**config.mk**
```make
export PLATFORM = sky130hd
export DESIGN_NAME = mfsgd_ram
export DESIGN_NICKNAME = d
export VERILOG_FILES = /design/src/design/mfsgd_ram.sv
export SDC_FILE = /design/constraint.sdc
export NUM_CORES = 1
export LEC_CHECK = 0
export ABC_AREA = 1
export ABC_CLOCK_PERIOD_IN_PS = 6500
export CORE_MARGIN = 5
export CORE_UTILIZATION = 60
export DETAILED_ROUTE_END_ITERATION = 6
export DONT_BUFFER_PORTS = 1
export GPL_TIMING_DRIVEN = 0
export PLACE_DENSITY = 0.76
export SLEW_MARGIN = 20
export SYNTH_ARGS = -nofsm -noshare
export SYNTH_HDL_FRONTEND = slang
export SYNTH_SLANG_ARGS = --single-unit
```
**constraint.sdc**
```tcl
create_clock -name clk -period 6.5 [get_ports clk]
set_input_delay 0.65 -clock clk [delete_from_list [all_inputs] [get_ports clk]]
set_output_delay 0.65 -clock clk [all_outputs]
set_load 0.05 [all_outputs]
```
**src/design/mfsgd_ram.sv**
```systemverilog
// Generic single-port RAM with registered read
`default_nettype none
module mfsgd_ram #(
  parameter int Depth = 16,
  parameter int Width = 32
) (
  input  wire logic                     clk,
  input  wire logic                     we,
  input  wire logic [$clog2(Depth)-1:0] addr,
  input  wire logic [Width-1:0]         wdata,
  output logic      [Width-1:0]         rdata
);
  logic [Width-1:0] mem [Depth];
  always_ff @(posedge clk) begin
    if (we) mem[addr] <= wdata;
    rdata <= mem[addr];
  end
endmodule
`default_nettype wire

```
==> results by group <==
Run status
  • Run status: completed

Route
  • Via-to-Cell Ratio: approximately 5.4
  • # DRC: 0
  • 1st-pass router iterations: 5
  • Routed via count: ~15k
  • 1st-iter DRT viols: ~1.6k
  • Drt total wl: around 53 mm
  • DR WL/cell: 19.6 um
  • Final ANT Viol Nets: 0

Timing
  • Worst slew pin tran: approximately 790 ps
  • Final min period: about 2700 ps
  • Max Slew Vio Count: 0
  • Final hold vios: 0
  • Setup TNS: 0 ps
  • Slew headroom: 0.477
  • Setup-failing EPs final: 0
  • Max frequency: between 300 and 400 MHz
  • Setup Skew: roughly 16 ps
  • RSZ-0062 raised after global routing: false
  • Period utilization: 0.413
  • Final setup margin: 3820 ps

Clock tree
  • CTS Hold Bufs: 0
  • Cts repair resizes: 0
  • Clock Path Buffers: 3
  • CTS root buffer: clkbuf_16
  • CTS tree: yes
  • Clock Sinks: approximately 540
  • Clock Latency Late Sink: 600 ps
  • Total CTS buffers: 53
  • Clock transition at path regs: roughly 60 ps
  • # Post-CTS Setup Buffers: 0
  • H-tree depth: 2

Synth
  • Synth cell types: 13
  • Seq/Total Area, Yosys: 0.721
  • Cells after Synth: 2113
  • Ys Warns: 0
  • Post-synthesis register bit count: 544
  • Number of synthesized flops with an enable pin: between 500 and 600
  • Area share of the largest cell type after synthesis: 0.692
  • Async S/R FF share, synth: 0
  • Syn Area/Cell: ~11 um2
  • Top_reg_cell synth: edfxtp_1
  • Dominant cells by area after synthesis: edfxtp_1 69%, nand2_1 23%, dfxtp_1 2.9%
  • Cell Area, Synth: approximately 0.022 mm2
  • Most common cell in the netlist: nand2_1
  • Synth cell count leaders: 1378 x nand2_1, 512 x edfxtp_1, 70 x inv_1
  • Post-synth top area cell: edfxtp_1
  • Synthesized Nets: about 2.2k

Floorplan
  • Core box area: 0.0366 mm2
  • # rows: 70
  • Die X: slightly above 200 um
  • Die area: about 0.04 mm2
  • Die Y: about 200 um
  • Initial Util: 0.607
  • Ports: 70

Cells and area
  • Ant diodes: 0
  • Ratio of cells with drive above 1 in the final layout: 0.0877
  • Final #Nets: about 2.2k
  • P&R area growth vs syn: 13.2%
  • Layout Cells excl Fill: 2702

Placement
  • Post-DP HPWL: roughly 35 mm
  • Dpl ws: between 3000 and 4000 ps
  • Placed Instances: roughly 2.6k
  • PortBufs: 0
  • Placer Congestion: around 0.84

Job
  • Max Cap Viol: 0

Min path
  • Hold crit path type: in2reg

GRT
  • First-pass GRT wire length: approximately 80 mm
  • Total GRT Usage: 0.258
  • Vias in the first global route: between 10k and 15k
  • Initial antenna violation count: 0
  • Final global-route overflow total: 0
  • Largest net degree at the start of global routing: 23

Setup path
  • Setup crit end kind: flop
  • Crit path max fanout: 17
  • Critical path arrival: about 3000 ps
  • Worst setup path class: in2reg
  • Minimum setup slack among reg-to-reg paths: about 5300 ps
  • Critical Path RT: between 6000 and 7000 ps
  • CP Launch Type: input port

Power and ir drop
  • Pwr Density: ~300 mW/mm2
  • Final Total Pwr: between 0.007 and 0.008 W
  • Max VDD drop: 285 uV
  • Leakage power: around 11 nW
## critical path: stages
cell and delay [ps]:
buf_2 140, inv_1 110, buf_2 350, buf_2 340, nand3_1 390, nor2_4 700
buf_16 250
## power by group
part | leakage (nW) | switching [W] | internal, W
Clock | 0.840 | 0.00126 | 0.00174
Combinational | 4.90 | 0.000291 | 0.000126
Sequential | 4.89 | 0.000107 | 0.00392
Total | 10.6 | 0.00166 | 0.00579
## layout by cell type, fill, tap and decap left out, drive strengths merged
master,count
clkinvlp,1
bufinv,3
nand3,4
dfxtp,32
inv,73
edfxtp,512
buf,109
clkinv,16
nand2,1378
clkbuf,88
nor2,18
## flip-flops by register name, summed over array words and instances, names as in the netlist
register	count
mem	512
rdata	32
## area by class of cell
class | instances | area [um2]
sequential | 544 | 16000
inverter | 71 | 272
timing repair buffer | 21 | 518
fill | 2469 | 11500
buffer | 98 | 667
tap | 468 | 586
clock buffer | 78 | 1520
multi-input combinational | 1400 | 5380
clock inverter | 22 | 189
## final timing paths
kind          startpoint     endpoint  cells past startpoint
min            wdata[30]  mem[11][30]                      0
max reg2reg  mem[13][22]    rdata[22]                      8
max              addr[1]   mem[9][10]                      7
min reg2reg   mem[2][17]    rdata[17]                      8
## per-stage QoR
step	utilization	hold WS, ps	cell area [um2]
after floorplan	-	643	22200
after global placement	0.623	687	22800
after detailed placement	0.640	698	23400
after CTS	0.687	121	25100
after global routing	0.687	131	25100
final	0.687	140	25100
## kinds of logic after synthesis
family        Yosys count  share of synthesized area
simple gates         1400                      0.237
buf+inv               169                     0.0422
flops                 544                      0.721
## metal layers
layer | track usage | routed length, um | vias to the layer above
li1 | - | - | 6919
met1 | 0.338 | 20300 | 6846
met2 | 0.432 | 25500 | 740
met3 | 0.0462 | 5160 | 153
met4 | 0.105 | 1960 | 0
met5 | 0 | 0 | -
No activity file was read; power rests on OpenSTA's default activity.
