<file path="config.mk">
export PLATFORM = sky130hd
export DESIGN_NAME = mfsgd_mul
export DESIGN_NICKNAME = d
export VERILOG_FILES = /design/src/design/mfsgd_mul.sv
export SDC_FILE = /design/constraint.sdc
export NUM_CORES = 2
export LEC_CHECK = 0
export BUFFER_PORTS_ARGS = -buffer_cell sky130_fd_sc_hd__buf_2
export CORE_MARGIN = 2
export CORE_UTILIZATION = 52
export CTS_CLUSTER_SIZE = 25
export DETAILED_ROUTE_END_ITERATION = 12
export GPL_TIMING_DRIVEN = 1
export PLACE_DENSITY = 0.69
export SYNTH_ARGS = -nofsm -noshare
export SYNTH_HDL_FRONTEND = slang
export SYNTH_SLANG_ARGS = --single-unit
</file>
<file path="constraint.sdc">
create_clock -name clk -period 8.8 [get_ports clk]
set_input_delay 0.88 -clock clk [delete_from_list [all_inputs] [get_ports clk]]
set_output_delay 0.88 -clock clk [all_outputs]
set_load 0.05 [all_outputs]
</file>
<file path="src/design/mfsgd_mul.sv">
// Shared registered 33x33 signed multiplier
`default_nettype none
module mfsgd_mul (
  input  wire logic               clk,
  input  wire logic signed [32:0] a,
  input  wire logic signed [32:0] b,
  output logic signed [65:0]      p
);
  always_ff @(posedge clk) begin
    p <= a * b;
  end
endmodule
`default_nettype wire

</file>
==> metrics.md <==
| Metric | Value |
|---|---|
| Vias per std cell | about 5.3 |
| Root Buffer | clkbuf_16 |
| Post-DR wirelength/cell | 19.4 um |
| Number of top-level pins | 133 |
| Period Utilization, post-route | 0.930 |
| Synthesized flop and latch total | 66 |
| Total Wirelength | 105000 um |
| Top_reg_cell synth | dfxtp_1 |
| CP startpoint kind | input port |
| Syn Area/Cell | 9.39 um2 |
| Largest reg by FF count | p |
| Final Setup Violations | 0 |
| Final Wtd Congestion | 0.915 |
| Worst hold path class | input port to register |
| 1st-iter DRT viols | approximately 1.6k |
| Post-synthesis mux area share | 0 |
| Fin. max-slew vios | 0 |
| Largest net degree at the start of global routing | 34 |
| CTS tree | done |
| Final ANT Viol Nets | 0 |
| Vias in the first global route | 31.9k |
| Max reg flops | 66 |
| Post-CTS Hold Fix Bufs | 0 |
| Gr ovfl total | 0 |
| Synthesized net count | 5767 |
| Largest family of logic cells by synthesized area | adder cells |
| Max Root-Sink Buffers | 2 |
| Slew Limit Headroom | 0.447 |
| Number of flops mapped to enable cells by yosys | 0 |
| Async S/R FF share, synth | 0 |
| CP bufs+invs | 5 |
| Die width | between 200 and 300 um |
| Placed Cells | about 5.4k |
| Worst path arrival time | 8450 ps |
| Top cell by count, worst path | fa_1 |
| Syn Std Cell Area | 40700 um2 |
| Final Non-Filler Cells | 5424 |
| CP required | 9070 ps |
| Critical-path cell list | buf_2, and2_1, fa_1, fa_1, inv_1, fa_1, inv_1, fa_1, fa_1, fa_1, fa_1, inv_1, fa_1, inv_1, ha_1, a21oi_1, o211ai_1, a22oi_1, nor2_1, a211oi_4, a21oi_2, nor4b_2, a311oi_1 |
| Initial Utilization | 0.526 |
| Die Ht | 284 um |
| Final hold vios | 0 |
| 1st-pass router iterations | 5 |
| Layout net count | between 5k and 6k |
| Post-Synth Adder-Cell Area | 0.629 |
| Sequential cell area | roughly 1300 um2 |
| Post-Synth Simple-Gate Area | 0.158 |
| FMAX | 122 MHz |
| Slowest cell on crit path | fa_1 |
| Worst path max stage delay | 610 ps |
| Fillers | 6958 |
| Critical path type | input port to register |
| Drt drc | 0 |
| Largest regs | p: 66 flops |
| Initial antenna violation count | 5 |
| Max-cap violations | 0 |
| Status | complete, no violations |
| Slew @ Worst Pin | 830 ps |
| Gr usage total | 0.278 |
| CTS Sinks | 66 |
| Final Critical Period | 8190 ps |
| Seq/Total Area, Yosys | 0.0324 |
| Warnings from Yosys | 0 |
| Post-CTS Repair Setup Buffers | 0 |
| Xor/xnor share of the synthesized area | 0.0146 |
| Worst setup EP type | register |
| Fin Setup TNS | 0 ps |
| RSZ-0062 raised after global routing | no |
| Placed cell area | 42700 um2 |
| Core Footprint | 77500 um2 |
| Number of port buffers | 132 |
| Compound-Gate Fraction of Synth Area | 0.0407 |
| Dpl hpwl | 90300 um |
| CP top delay family | adder cells |
| Total CTS buffers | 9 |
| First-pass GRT wire length | approximately 170000 um |
| Share of layout cells above drive strength 1 | 0.0689 |
| Synth cell types | 80 |
| CP max FO | 33 |
| FP Rows | 102 |
| H-tree depth | 3 |
| CTS resizes | 0 |
| CTS clk-pin slew, worst paths | 80 ps |
| Footprint of the multi-input gates | 34300 um2 |
| Syn-to-layout area delta | 5.70% |
| Area of the die | 80600 um2 |
| Fin area | 43100 um2 |
| Detailed-route via count | 28.6k |
| Synth Instances | 4338 |
per-stage QoR:
step                hold WS (ps)   util  worst slack, ps
CTS                         1150  0.556              630
global placement            1350  0.552              318
finish                      1190  0.556              613
global route                1190  0.556              235
floorplan                   1010      -              684
detailed placement          1350  0.552              221
synthesized netlist by cell type (4+ instances only):
cell type,count,area share
a211o_1,6,0.0013
xnor2_1,43,0.0092
inv_1,1131,0.10
nand4_1,11,0.0017
nand2_1,551,0.051
o21a_1,6,0.0011
ha_1,217,0.067
nand2b_1,12,0.0018
and3_1,5,0.00077
a21oi_1,57,0.0070
nor2_1,68,0.0063
fa_1,1145,0.56
and4_1,5,0.0011
nor3_1,7,0.00086
and2_1,562,0.086
o21bai_1,11,0.0020
nand3_1,25,0.0031
xor2_1,25,0.0054
a21o_1,36,0.0066
dfxtp_1,66,0.032
buf_2,11,0.0014
o21ai_0,25,0.0031
nor2b_1,5,0.00077
clkbuf_1,208,0.019
o21ai_1,6,0.00074
a211oi_1,7,0.0013
a31oi_1,8,0.0012
o211ai_1,4,0.00074
cells by family (layout without fill, tap and decap cells):
kind of cell | Yosys count | in the layout
simple gates | 1271 | 1271
fa+ha+maj | 1362 | 1362
buf+inv | 1352 | 1396
xor+xnor | 68 | 68
other cells | 0 | 2
compound gates | 219 | 219
flops | 66 | 66
routing by layer:
metal	up-vias	global-route usage	routed length (um)
met3	232	0.0309	5100
li1	12395	-	-
met1	15126	0.337	38800
met2	866	0.503	56500
met4	2	0.112	4720
met5	-	0	10
tightest hold or removal path, cell delays in order:
cell and delay [ps]:
buf_2 230, buf_4 260, and2_1 160
layout by cell type (no fill, tap or decap), types with 4 or more instances in the layout:
| cell type | n |
|---|---|
| dfxtp_1 | 66 |
| nand2b_1 | 12 |
| a211oi_1 | 7 |
| nand3_1 | 25 |
| nor2_1 | 68 |
| clkbuf_16 | 9 |
| ha_1 | 217 |
| fa_1 | 1145 |
| nand4_1 | 11 |
| and4_1 | 5 |
| a31oi_1 | 8 |
| o211ai_1 | 4 |
| xor2_1 | 25 |
| a21oi_1 | 57 |
| o21ai_0 | 25 |
| and2_1 | 562 |
| o21a_1 | 6 |
| nand2_1 | 551 |
| xnor2_1 | 43 |
| o21ai_1 | 6 |
| a211o_1 | 6 |
| o21bai_1 | 11 |
| and3_1 | 5 |
| a21o_1 | 36 |
| nor2b_1 | 5 |
| inv_1 | 1131 |
| buf_4 | 115 |
| nor3_1 | 7 |
| buf_2 | 132 |
area by class of cell:
cell class              instances  share of cell area
diodes                          2            0.000116
clock buffers                  10             0.00555
clock inverters                 6             0.00151
inverters                    1131              0.0986
multi-input cells            2920               0.797
flip-flops and latches         66              0.0307
well taps                    1040              0.0302
repair buffers                249              0.0363
final timing paths:
check	from	cells after the start	to	slack, ps
worst min-delay path	b[0]	3	p[0]	1190
worst max-delay path	a[11]	23	p[58]	610
Power is not shown: default switching activity piles up to over one toggle a cycle in this logic, so the estimate is an artifact.
